`config.mk`:
```
export PLATFORM = sky130hd
export DESIGN_NAME = gpool_ram
export DESIGN_NICKNAME = d
export VERILOG_FILES = /design/src/gpool_ram.sv
export SDC_FILE = /design/constraint.sdc
export NUM_CORES = 1
export LEC_CHECK = 0
export ABC_CLOCK_PERIOD_IN_PS = 5100
export BUFFER_PORTS_ARGS = -buffer_cell sky130_fd_sc_hd__clkbuf_2
export CAP_MARGIN = 20
export CORE_AREA = 3 3 112 114
export CTS_CLUSTER_DIAMETER = 120
export CTS_CLUSTER_SIZE = 24
export DETAILED_ROUTE_END_ITERATION = 7
export DIE_AREA = 0 0 115 117
export GPL_ROUTABILITY_DRIVEN = 1
export PLACE_DENSITY = 0.68
export SYNTH_ARGS = -nofsm -noshare
export SYNTH_HDL_FRONTEND = slang
export SYNTH_SLANG_ARGS = --single-unit
export TNS_END_PERCENT = 30
```
`constraint.sdc`:
```
create_clock -name clk_i -period 5.1 [get_ports clk_i]
set_input_delay 0.765 -clock clk_i [delete_from_list [all_inputs] [get_ports clk_i]]
set_output_delay 0.765 -clock clk_i [all_outputs]
set_load 0.01 [all_outputs]
```
`src/gpool_ram.sv`:
```
// Generic single-port-write, single-port-read RAM with registered read.
`default_nettype none
module gpool_ram #(
  parameter int unsigned WIDTH = 8,
  parameter int unsigned DEPTH = 16
) (
  input  wire logic                     clk_i,
  input  wire logic                     we_i,
  input  wire logic [$clog2(DEPTH)-1:0] waddr_i,
  input  wire logic [WIDTH-1:0]         wdata_i,
  input  wire logic                     re_i,
  input  wire logic [$clog2(DEPTH)-1:0] raddr_i,
  output logic      [WIDTH-1:0]         rdata_o
);

  logic [WIDTH-1:0] mem_q [DEPTH];

  always_ff @(posedge clk_i) begin
    if (we_i) begin
      mem_q[waddr_i] <= wdata_i;
    end
    if (re_i) begin
      rdata_o <= mem_q[raddr_i];
    end
  end

endmodule
`default_nettype wire

```
Word-level counts from Yosys, hierarchy flattened
Memory sizes are Yosys's and may differ from the RTL's. A register that Yosys moved wholly into a read port is not among the register bits.
Cells that the tools add are included.
{"block": "totals", "out_inout_bits": 8, "register_bits": 0, "elab_cells": 3, "mem_bits_rw": 128, "memories": 1}
{"block": "classes", "muxes": 2}
{"memory": "mem_q", "depth": 16, "word_bits": 8, "read_ports": 1, "rd_clocked_by_memory_dff": 1, "wr": 1, "line_no": "16", "rtl": "logic [WIDTH-1:0] mem_q [DEPTH];"}
{"operator": "$mux 1", "n": 2}

Longest topological paths before layout
Gate-level depths: netlist of run 1.
{"block": "depth", "word_depth": 2, "depth_mapped": 5}

Worst setup path before layout of run 1
OpenSTA, ideal clock, no wires.
{"block": "synth_timing", "kind": "input to register", "startpoint": "input port waddr_i[2]", "endpoint": "memory mem_q[0][0], enable pin", "n_path_buf": 0, "setup_time_ns": 0.383, "slack_ns": 2.842, "t_arrival_ns": 1.875, "cell_stages": 2, "cell_sequence": "or3b_2 -> nor3_1"}
{"element": "start, declared", "line_no": "9", "rtl": "input wire logic [$clog2(DEPTH)-1:0] waddr_i,"}
{"element": "end, declared", "line_no": "16"}
No word-level cell before the write port.

==> impl_metrics.csv, run 1 <==
group,metric,value,unit
critical_path,rr_worst_depth,3,
clock_network,cts_buffer_depth,2,
detailed_routing,via_per_inst,5.64,
placement,io_buffers,26,
critical_path,r2r_end,"rdata_o[0]",
critical_path,r2r_slack,3.63,ns
sta,tightest_slew,0.936,ns
logic_synthesis,synth_fp_nets,248,
global_route,grt_first_pass_wirelength,15100,µm
critical_path,arrival,2.61,ns
sta,rsz0062_at_grt,"no",
logic_synthesis,syn_area_per_cell,22.8,µm²
detailed_routing,post-route-drc-count,0,
detailed_routing,drtIter0Drc,149,
clock_network,cts_hold_buf,0,
hold_path,hold_end,"rdata_o[3]",
placement,dp_slack,2.17,ns
detailed_routing,vias,2392,
power,p_per_area,415,nW/µm²
critical_path,crit_required,5.25,ns
hold_path,min_path_type,"input pin to register",
logic_synthesis,seq_area_frac_synth,78.1,%
critical_path,cpMaxStageDelayCell,"mux4_2",
layout,nNetsFinal,288,
sta,worst_hold_slack,0.760,ns
floorplan,die_h,117,µm
power,p_leak,2.01,nW
clock_network,cts_inserted_buffers,17,
sta,fmax,0.407,GHz
sta,setup_slack,2.64,ns
global_route,use_met2,25.3,%
global_route,grt_max_degree,33,
global_route,track_usage,16.5,%
global_route,antenna_found_initial,0,
logic_synthesis,syn_inst,229,
layout,antenna_cells,0,
floorplan,rows,39,
sta,fin_crit_sh,48.2,%
global_route,gr-total-overflow,0,
critical_path,end_kind,"register",
floorplan,dieWidth,115,µm
critical_path,slowest_delay,0.56,ns
sta,hold_viol_final,0,
global_route,met1_usage,22.4,%
clock_network,cts_tree,"built",
status,status,"complete, no violations",
clock_network,clk_pin_slew_worst_paths,0.06,ns
logic_synthesis,ys_seq_elements,136,
clock_network,insertion_delay,0.41,ns
hold_path,min-delay-start,"re_i",
floorplan,die_area,13500,µm²
clock_network,cts.sinks,136,
sta,slew_violations,0,
detailed_routing,wl,10100,µm
layout,drive_above_1_share,27.4,%
sta,fin_setup_tns,0,ns
clock_network,htree_levels,4,
global_route,grt_pass1_vias,2472,
clock_network,cts_resized,0,
floorplan,io_pins,27,
placement,globalplace.congestion,0.745,
logic_synthesis,synth_cell_types,18,
detailed_routing,ant_nets,0,
clock_network,root_buffer,"clkbuf_16",
run,maxCapViolCount,0,
critical_path,reg2reg_from,"mem_q[2][0]",
global_route,grt_busiest_layer,"met2",
layout,area_growth,15.4,%
hold_path,whs_path_depth,1,
sta,setup_viol,0,
sta,maxSlewHeadroom,37.6,%
critical_path,cp_max_fo,17,
global_route,met3_usage,5.19,%
logic_synthesis,netlist_area,5230,µm²
detailed_routing,wl_per_cell,23.8,µm
detailed_routing,first_pass_iters,4,
critical_path,path_class,"input pin to register",
sta,fin_skew,0.00565,ns
critical_path,path_cells,"clkbuf_2, buf_4, mux4_2, a22oi_1, nand2_1",
power,ir_worst_vdd,180,µV
floorplan,initial_core_util,45.4,%
logic_synthesis,ys_warn_count,0,
placement,dp_hpwl,6270,µm
clock_network,post_cts_buffers,0,
sta,period_needed,2.46,ns
floorplan,core-area,11500,µm²
critical_path,cp-start-kind,"input pin",
## Yosys cell counts
master	n	area (µm²)
buf_6	3	33.8
and2b_1	1	7.51
mux4_1	14	368
buf_4	1	7.51
nand2_1	9	33.8
mux4_2	18	405
or3b_2	1	8.76
nor2_1	13	48.8
nor2b_1	1	6.26
nand2b_1	2	12.5
edfxtp_1	136	4080
clkdlybuf4s25_2	3	30.0
nor3_1	4	20.0
a22oi_1	16	120
nand3_1	1	5.00
buf_2	3	15.0
and2_1	1	6.26
nand3b_1	2	15.0
## stage by stage
step / utilization [%] / cells / total power [mW] / area (µm²)
6_report: 52.4 / 424 / 2.50 / 6030
3_3_place_gp: 47.7 / 393 / 1.40 / 5490
3_5_place_dp: 47.7 / 393 / 1.40 / 5490
2_1_floorplan: - / 229 / 1.35 / 5230
5_1_grt: 52.4 / 424 / 2.58 / 6030
4_1_cts: 52.4 / 424 / 2.52 / 6030
## registers in the layout (all words and copies together) (netlist names)
signal / flops
mem_q: 128
rdata_o: 8
## layout make-up
class,count,area (µm²)
fill,900,5490
sequential,136,4080
multi-input combinational,83,1060
clock buffer,19,433
tap,143,179
timing repair buffer,31,168
clock inverter,12,110
## worst max-delay path by stage
stage | startpoint | end | cells past startpoint
global placement | raddr_i[0] | rdata_o[7] | 5
floorplan | waddr_i[2] | mem_q[0][0] | 2
CTS | raddr_i[0] | rdata_o[7] | 5
finish | raddr_i[0] | rdata_o[7] | 5
global route | raddr_i[0] | rdata_o[7] | 5
detailed placement | raddr_i[0] | rdata_o[7] | 5
## routing by layer
metal  share of wire, %  vias up  wire, µm
met5                  0        -         0
met4                1.5        0       148
met3                5.1       12       517
met2                 49       61      4970
met1                 44     1256      4470
li1                   -     1063         -
## kinds of logic (layout without fill, tap and decap cells)
family / after synthesis / in the layout / synth area share, %
flip-flops: 136 / 136 / 78.1
AND/OR/NAND/NOR: 35 / 35 / 3.14
multiplexers: 32 / 32 / 14.8
AO/OA/AOI/OAI: 16 / 16 / 2.30
buffers and inverters: 10 / 62 / 1.65
## layout by cell type (no fill, tap or decap), drive strengths merged
master	synthesis	layout
nor3	4	4
bufinv	0	2
a22oi	16	16
nor2	13	13
or3b	1	1
buf	7	5
mux4	32	32
nor2b	1	1
nand2b	2	2
nand3b	2	2
edfxtp	136	136
and2b	1	1
and2	1	1
nand2	9	9
nand3	1	1
clkinvlp	0	1
clkbuf	0	45
clkinv	0	9
## critical path, delay by kind of cell
kind	cells	cell delay (ns)
AO/OA/AOI/OAI	1	0.30
buffers and inverters	2	0.90
multiplexers	1	0.56
AND/OR/NAND/NOR	1	0.08
## where the power goes
part / total (mW) / switching [mW] / internal (mW) / leakage (nW)
Combinational: 0.112 / 0.0672 / 0.0444 / 0.504
Sequential: 1.27 / 0.00647 / 1.26 / 1.24
Clock: 1.13 / 0.420 / 0.705 / 0.271
Note: power is estimated with default switching activity, not from simulation.
==> run 2, diff against run 1 <==
==> config.mk (replaced) <==
export PLATFORM = sky130hd
export DESIGN_NAME = gpool_ram
export DESIGN_NICKNAME = d
export VERILOG_FILES = /design/src/gpool_ram.sv
export SDC_FILE = /design/constraint.sdc
export NUM_CORES = 1
export LEC_CHECK = 0
export ABC_AREA = 1
export ABC_CLOCK_PERIOD_IN_PS = 2200
export BUFFER_PORTS_ARGS = -buffer_cell sky130_fd_sc_hd__clkbuf_2
export CAP_MARGIN = 20
export CORE_AREA = 3 3 118 120
export CTS_CLUSTER_DIAMETER = 120
export CTS_CLUSTER_SIZE = 24
export DETAILED_ROUTE_END_ITERATION = 7
export DIE_AREA = 0 0 121 123
export GPL_ROUTABILITY_DRIVEN = 1
export PLACE_DENSITY = 0.7
export SYNTH_ARGS = -nofsm -noshare
export SYNTH_HDL_FRONTEND = slang
export SYNTH_SLANG_ARGS = --single-unit
export TNS_END_PERCENT = 30
==> constraint.sdc (replaced) <==
create_clock -name clk_i -period 2.2 [get_ports clk_i]
set_input_delay 0.33 -clock clk_i [delete_from_list [all_inputs] [get_ports clk_i]]
set_output_delay 0.33 -clock clk_i [all_outputs]
set_load 0.01 [all_outputs]
==> run 2 against run 1 <==
  * Core utilization is essentially flat
  * Synthesized area up 12%
  * Setup slack got worse by 1.7 ns
  * Clock skew is 0.0011 ns higher
  * Sequential share of layout area is 8.1 points lower
  * Via count up 59%
  * Sequential cell count did not move
  * Combinational power grew to 3.1 times the previous value
  * Critical endpoint is now mem_q[10][7]
  * Largest power group is now clock
==> impl_metrics.csv, run 2 <==
group,metric,value,unit
sta,fin_crit_sh,57.8,%
detailed_routing,vias,3802,
critical_path,cp-start-kind,"input pin",
critical_path,arrival,1.31,ns
floorplan,initial_core_util,44.7,%
global_route,gr-total-overflow,0,
sta,fmax,0.786,GHz
logic_synthesis,synth_cell_types,11,
logic_synthesis,synth_top_area_share,69.8,%
logic_synthesis,netlist_top_cells_area,"edfxtp_1 (70%), nand2_1 (11%), nand3_1 (8.3%), inv_1 (6.4%), buf_6 (1.2%)",
run,maxCapViolCount,0,
global_route,grt_max_degree,65,
clock_network,post_cts_buffers,0,
placement,dp_hpwl,7600,µm
logic_synthesis,ys_seq_elements,136,
layout,multiInputGateArea,1210,µm²
sta,period_needed,1.27,ns
layout,largestRegisters,"mem_q (128), rdata_o (8)",
power,p_leak,2.95,nW
logic_synthesis,seq_area_frac_synth,69.8,%
logic_synthesis,synth.most_common_cell,"nand2_1",
sta,hold_viol_final,0,
status,status,"complete, no violations",
logic_synthesis,synth.largest_area_cell,"edfxtp_1",
sta,fin_setup_tns,0,ns
global_route,track_usage,18.4,%
hold_path,whs_path_depth,1,
layout,nNetsFinal,602,
clock_network,cts_resized,0,
critical_path,path_cells,"clkbuf_2, nand3b_1, nor2_1",
logic_synthesis,async_flop_share,0,%
logic_synthesis,synth_flop_cell,"edfxtp_1",
layout,fill_cells,1082,
global_route,grt_pass1_vias,3804,
floorplan,die_h,123,µm
global_route,grt_first_pass_wirelength,20000,µm
critical_path,cp_max_fo,8,
layout,final_cell_mix,"nand2_1 (173), edfxtp_1 (136), inv_1 (100)",
clock_network,cts.sinks,136,
clock_network,clk_pin_slew_worst_paths,0.06,ns
critical_path,slowest_delay,0.60,ns
clock_network,cts_tree,"built",
sta,maxSlewHeadroom,52.6,%
detailed_routing,via_per_inst,4.92,
logic_synthesis,synth_fp_nets,570,
layout,top_register,"mem_q",
floorplan,core-area,13100,µm²
sta,setup_viol,0,
detailed_routing,drtIter0Drc,248,
logic_synthesis,netlist_area,5850,µm²
detailed_routing,ant_nets,0,
sta,tightest_slew,0.708,ns
layout,drive_above_1_share,11.7,%
power,p_per_area,988,nW/µm²
sta,worst_hold_slack,0.266,ns
clock_network,cts_inserted_buffers,17,
placement,globalplace.congestion,0.843,
power,ir_worst_vdd,824,µV
critical_path,crit_required,2.24,ns
hold_path,min_path_type,"input pin to register",
layout,antenna_cells,0,
layout,fin_util,52.4,%
floorplan,die_area,14900,µm²
clock_network,htree_levels,4,
sta,slew_violations,0,
logic_synthesis,syn_area_per_cell,10.6,µm²
logic_synthesis,netlist_top_cells_count,"nand2_1 (173), edfxtp_1 (136), inv_1 (100)",
critical_path,end_kind,"register",
clock_network,root_buffer,"clkbuf_16",
logic_synthesis,syn_inst,551,
sta,fin_skew,0.00674,ns
layout,layout_commonest_cell,"nand2_1",
clock_network,cts_buffer_depth,2,
critical_path,r2r_slack,1.00,ns
detailed_routing,post-route-drc-count,0,
global_route,antenna_found_initial,0,
critical_path,path_class,"input pin to register",
layout,largest_reg_flops,128,
detailed_routing,wl,12600,µm
floorplan,io_pins,27,
floorplan,dieWidth,121,µm
clock_network,cts_hold_buf,0,
layout,area_growth,17.2,%
sta,rsz0062_at_grt,"no",
detailed_routing,wl_per_cell,16.4,µm
floorplan,rows,42,
layout,regArea,4080,µm²
detailed_routing,first_pass_iters,5,
logic_synthesis,synth-edff-count,136,
logic_synthesis,ys_warn_count,0,
clock_network,insertion_delay,0.41,ns
critical_path,cpMaxStageDelayCell,"nor2_1",
critical_path,rr_worst_depth,6,
placement,io_buffers,26,
run 2: cell count changes after synthesis, sizes merged, moves of 3 or more:
| cell | delta |
|---|---|
| nor2 | +4 |
| clkdlybuf4s25 | -3 |
| mux4 | -32 |
| inv | +102 |
| buf | +17 |
| a22oi | -16 |
| nand2 | +164 |
| nand3 | +96 |
| nor3 | -4 |
run 2: worst max-delay path, delay by kind of cell:
kind / cells / cell delay, ns
buffers and inverters: 1 / 0.10
AND/OR/NAND/NOR: 2 / 0.87
run 2: through the flow:
step	worst slack [ns]	instances	cell area (µm²)	total power, mW
after floorplan	0.919	551	5850	3.20
after global placement	0.564	740	6130	3.33
after detailed placement	0.497	740	6130	3.34
after CTS	0.936	772	6860	6.83
after global routing	0.887	772	6860	6.98
final	0.928	772	6860	6.78
run 2: routing by layer:
layer	vias to the layer above	wire length, µm	GRT usage, %	share of wire [%]
met5	-	0	0	0
met4	0	268	7.51	2.1
met3	22	912	5.03	7.2
met2	142	6070	29.1	48
met1	1795	5380	24.2	43
li1	1843	-	-	-
run 2: area by class of cell:
class | instances | area share [%]
Multi-Input combinational cell | 289 | 17.7
Sequential cell | 136 | 59.6
Clock inverter | 14 | 4.38
Tap cell | 176 | 3.21
Timing Repair Buffer | 37 | 3.29
Clock buffer | 18 | 6.26
Inverter | 102 | 5.58
run 2: report_power, final:
group	total, mW	switching, mW	internal (mW)
Combinational	0.350	0.253	0.0965
Sequential	2.93	0.0137	2.92
Clock	3.49	1.03	2.46
Total	6.78	1.30	5.48
run 2: logic make-up (layout without fill, tap and decap cells):
| family | Yosys count | in the layout | share of synthesized area (%) |
|---|---|---|---|
| buf+inv | 126 | 171 | 9.39 |
| flops | 136 | 136 | 69.8 |
| simple gates | 289 | 289 | 20.8 |
run 2: final timing paths:
path / end / startpoint
worst min-delay path: rdata_o[7] / re_i
worst min register to register: rdata_o[0] / mem_q[11][0]
worst max-delay path: mem_q[10][7] / waddr_i[2]
worst max register to register: rdata_o[0] / mem_q[5][0]
==> run 3, diff against run 2 <==
==> config.mk (replaced) <==
export PLATFORM = sky130hd
export DESIGN_NAME = gpool_ram
export DESIGN_NICKNAME = d
export VERILOG_FILES = /design/src/gpool_ram.sv
export SDC_FILE = /design/constraint.sdc
export NUM_CORES = 1
export LEC_CHECK = 0
export ABC_AREA = 0
export ABC_CLOCK_PERIOD_IN_PS = 1200
export BUFFER_PORTS_ARGS = -buffer_cell sky130_fd_sc_hd__clkbuf_2
export CAP_MARGIN = 20
export CORE_AREA = 3 3 112 114
export CTS_CLUSTER_DIAMETER = 120
export CTS_CLUSTER_SIZE = 24
export DETAILED_ROUTE_END_ITERATION = 7
export DIE_AREA = 0 0 115 117
export GPL_ROUTABILITY_DRIVEN = 1
export PLACE_DENSITY = 0.68
export SYNTH_ARGS = -nofsm -noshare
export SYNTH_HDL_FRONTEND = slang
export SYNTH_SLANG_ARGS = --single-unit
export TNS_END_PERCENT = 30
==> constraint.sdc (replaced) <==
create_clock -name clk_i -period 1.2 [get_ports clk_i]
set_input_delay 0.18 -clock clk_i [delete_from_list [all_inputs] [get_ports clk_i]]
set_output_delay 0.18 -clock clk_i [all_outputs]
set_load 0.01 [all_outputs]
==> run 3 against run 2 <==
  * The flow now finishes with violations (negative setup slack)
  * Design area fell by 7.1%
  * Hold slack lost 0.074 ns
  * Via count fell by 34%
  * Register-to-register slack worse by 1.3 ns
  * Global-route usage down 1.3 points
  * First-iteration DRC count increased by 6.5%
  * Critical path depth unchanged
  * Non-clock buffer count grew 17
  * Critical path type is now register to register
  * Critical endpoint is now rdata_o[5]
==> impl_metrics.csv, run 3 (same netlist as run 1, synthesis figures left out) <==
group,metric,value,unit
status,status,"complete, but fails checks",
status,violations,"negative setup slack",
sta,setup_viol,8,
clock_network,insertion_delay,0.40,ns
layout,largest_reg_flops,128,
power,totalPowerFinal,11.2,mW
power,clkPwrFrac,47.0,%
critical_path,slowest_delay,0.49,ns
placement,io_buffers,26,
hold_path,min-delay-start,"wdata_i[4]",
power,p_per_area,1760,nW/µm²
hold_path,hold_end,"mem_q[10][4]",
critical_path,cpMaxStageDelayCell,"mux4_2",
power,sequentialPowerShare,48.0,%
sta,fin_skew,0.00572,ns
sta,tightest_slew,0.923,ns
power,p_leak,2.13,nW
placement,dpl.cell_count,416,
floorplan,rows,39,
layout,drive_above_1_share,42.0,%
placement,dp_slack,-0.586,ns
run,maxCapViolCount,0,
detailed_routing,via_per_inst,5.60,
global_route,track_usage,17.0,%
critical_path,r2r_end,"rdata_o[5]",
layout,top_register,"mem_q",
clock_network,cts_inserted_buffers,17,
clock_network,cts_buffer_depth,2,
sta,fin_setup_tns,-1.63,ns
detailed_routing,ant_nets,0,
critical_path,arrival,1.62,ns
global_route,grt_pass1_vias,2644,
clock_network,cts.sinks,136,
clock_network,root_buffer,"clkbuf_16",
layout,fin_cells,448,
global_route,gr-total-overflow,0,
floorplan,core-area,11500,µm²
layout,largestRegisters,"mem_q (128), rdata_o (8)",
critical_path,path_class,"register to register",
clock_network,cts_hold_buf,0,
critical_path,crit_required,1.35,ns
sta,fin_crit_sh,122,%
detailed_routing,drtIter0Drc,264,
critical_path,cp_max_fo,1,
critical_path,critPathTopFamily,"multiplexers",
detailed_routing,wl,10300,µm
sta,fmax,0.682,GHz
power,power_frac_comb,5.0,%
sta,slew_violations,0,
global_route,antenna_found_initial,0,
hold_path,whs_path_depth,1,
floorplan,io_pins,27,
layout,antenna_cells,0,
layout,area_growth,21.8,%
layout,layout_commonest_cell,"edfxtp_1",
power,p_int,9.06,mW
detailed_routing,first_pass_iters,4,
placement,globalplace.congestion,0.731,
hold_path,min_path_type,"input pin to register",
critical_path,r2r_slack,-0.27,ns
placement,dp_hpwl,6580,µm
global_route,grt_max_degree,24,
critical_path,reg2reg_from,"mem_q[0][5]",
global_route,grt_first_pass_wirelength,16000,µm
clock_network,cts_tree,"built",
power,p_sw,2.16,mW
clock_network,htree_levels,4,
detailed_routing,vias,2510,
floorplan,initial_core_util,45.4,%
detailed_routing,post-route-drc-count,0,
clock_network,clk_pin_slew_worst_paths,0.06,ns
sta,setup_slack,-0.266,ns
layout,nNetsFinal,311,
critical_path,path_cells,"mux4_2, a22oi_2, nand2_1",
detailed_routing,wl_per_cell,23.0,µm
power,power.share.switching,19.3,%
critical_path,cp-start-kind,"register",
power,ir_worst_vdd,1020,µV
layout,final_cell_mix,"edfxtp_1 (136), mux4_2 (32), clkbuf_2 (26)",
sta,hold_viol_final,0,
critical_path,rr_worst_depth,3,
floorplan,die_area,13500,µm²
critical_path,path_buf_inv,0,
floorplan,dieWidth,115,µm
floorplan,die_h,117,µm
critical_path,end_kind,"register",
sta,period_needed,1.47,ns
sta,rsz0062_at_grt,"yes",
layout,fill_cells,857,
sta,maxSlewHeadroom,38.2,%
==> run 3: cell count changes in the layout (fill, tap and decap cells not counted), moves of 3 or more <==
cell / previous run / this run
nand3_1: 97 / 1
mux4_2: 0 / 32
nor3_1: 0 / 3
buf_4: 10 / 21
inv_1: 100 / 0
buf_12: 1 / 7
a22oi_2: 0 / 7
nand2_1: 173 / 9
nor2_1: 17 / 10
a22oi_1: 0 / 9
bufinv_16: 9 / 4
==> run 3: cell type report <==
class | count | area, µm² | area share, %
clock buffer | 19 | 433 | 6.80
clock inverter | 13 | 179 | 2.81
multi-input combinational | 83 | 1070 | 16.7
sequential | 136 | 4080 | 64.1
tap | 143 | 179 | 2.81
timing repair buffer | 54 | 428 | 6.72
==> run 3: how the worst max path moves through the flow <==
| stage | end | depth (start not counted) | slack (ns) | startpoint |
|---|---|---|---|---|
| 3_3_place_gp | rdata_o[7] | 5 | -0.55 | raddr_i[0] |
| 5_1_grt | rdata_o[5] | 3 | -0.30 | mem_q[0][5] |
| 3_5_place_dp | rdata_o[7] | 5 | -0.59 | raddr_i[0] |
| 2_1_floorplan | rdata_o[1] | 5 | -0.18 | raddr_i[0] |
| 6_report | rdata_o[5] | 3 | -0.27 | mem_q[0][5] |
| 4_1_cts | rdata_o[5] | 3 | -0.24 | mem_q[0][5] |
==> run 3: routing by layer <==
metal	track usage, %	share of wire, %	vias up
met5	0	0	-
met2	26.3	50	117
met4	5.71	1.2	0
met3	5.30	8.8	7
li1	-	-	1094
met1	23.4	40	1292
==> run 3: timing repair <==
item,CTS,global route
setup endpoints to repair,9,9
pin swaps,2,1
setup buffers,0,0
gates resized for setup,7,1
==> run 3: power by group through the flow <==
stage                     logic [mW]  clock network [mW]  registers, mW
final                          0.558                5.28           5.39
after floorplan                0.299                   0           5.48
after detailed placement       0.549                   0           5.49
after global placement         0.533                   0           5.48
after global routing           0.610                5.58           5.39
after CTS                      0.567                5.36           5.39
==> run 3: stage by stage <==
stage / hold WS [ns] / cell area [µm²] / util, %
floorplan: 0.279 / 5240 / -
global placement: 0.584 / 5730 / 49.7
detailed placement: 0.603 / 5730 / 49.7
CTS: 0.178 / 6360 / 55.3
global route: 0.190 / 6370 / 55.3
finish: 0.192 / 6370 / 55.3
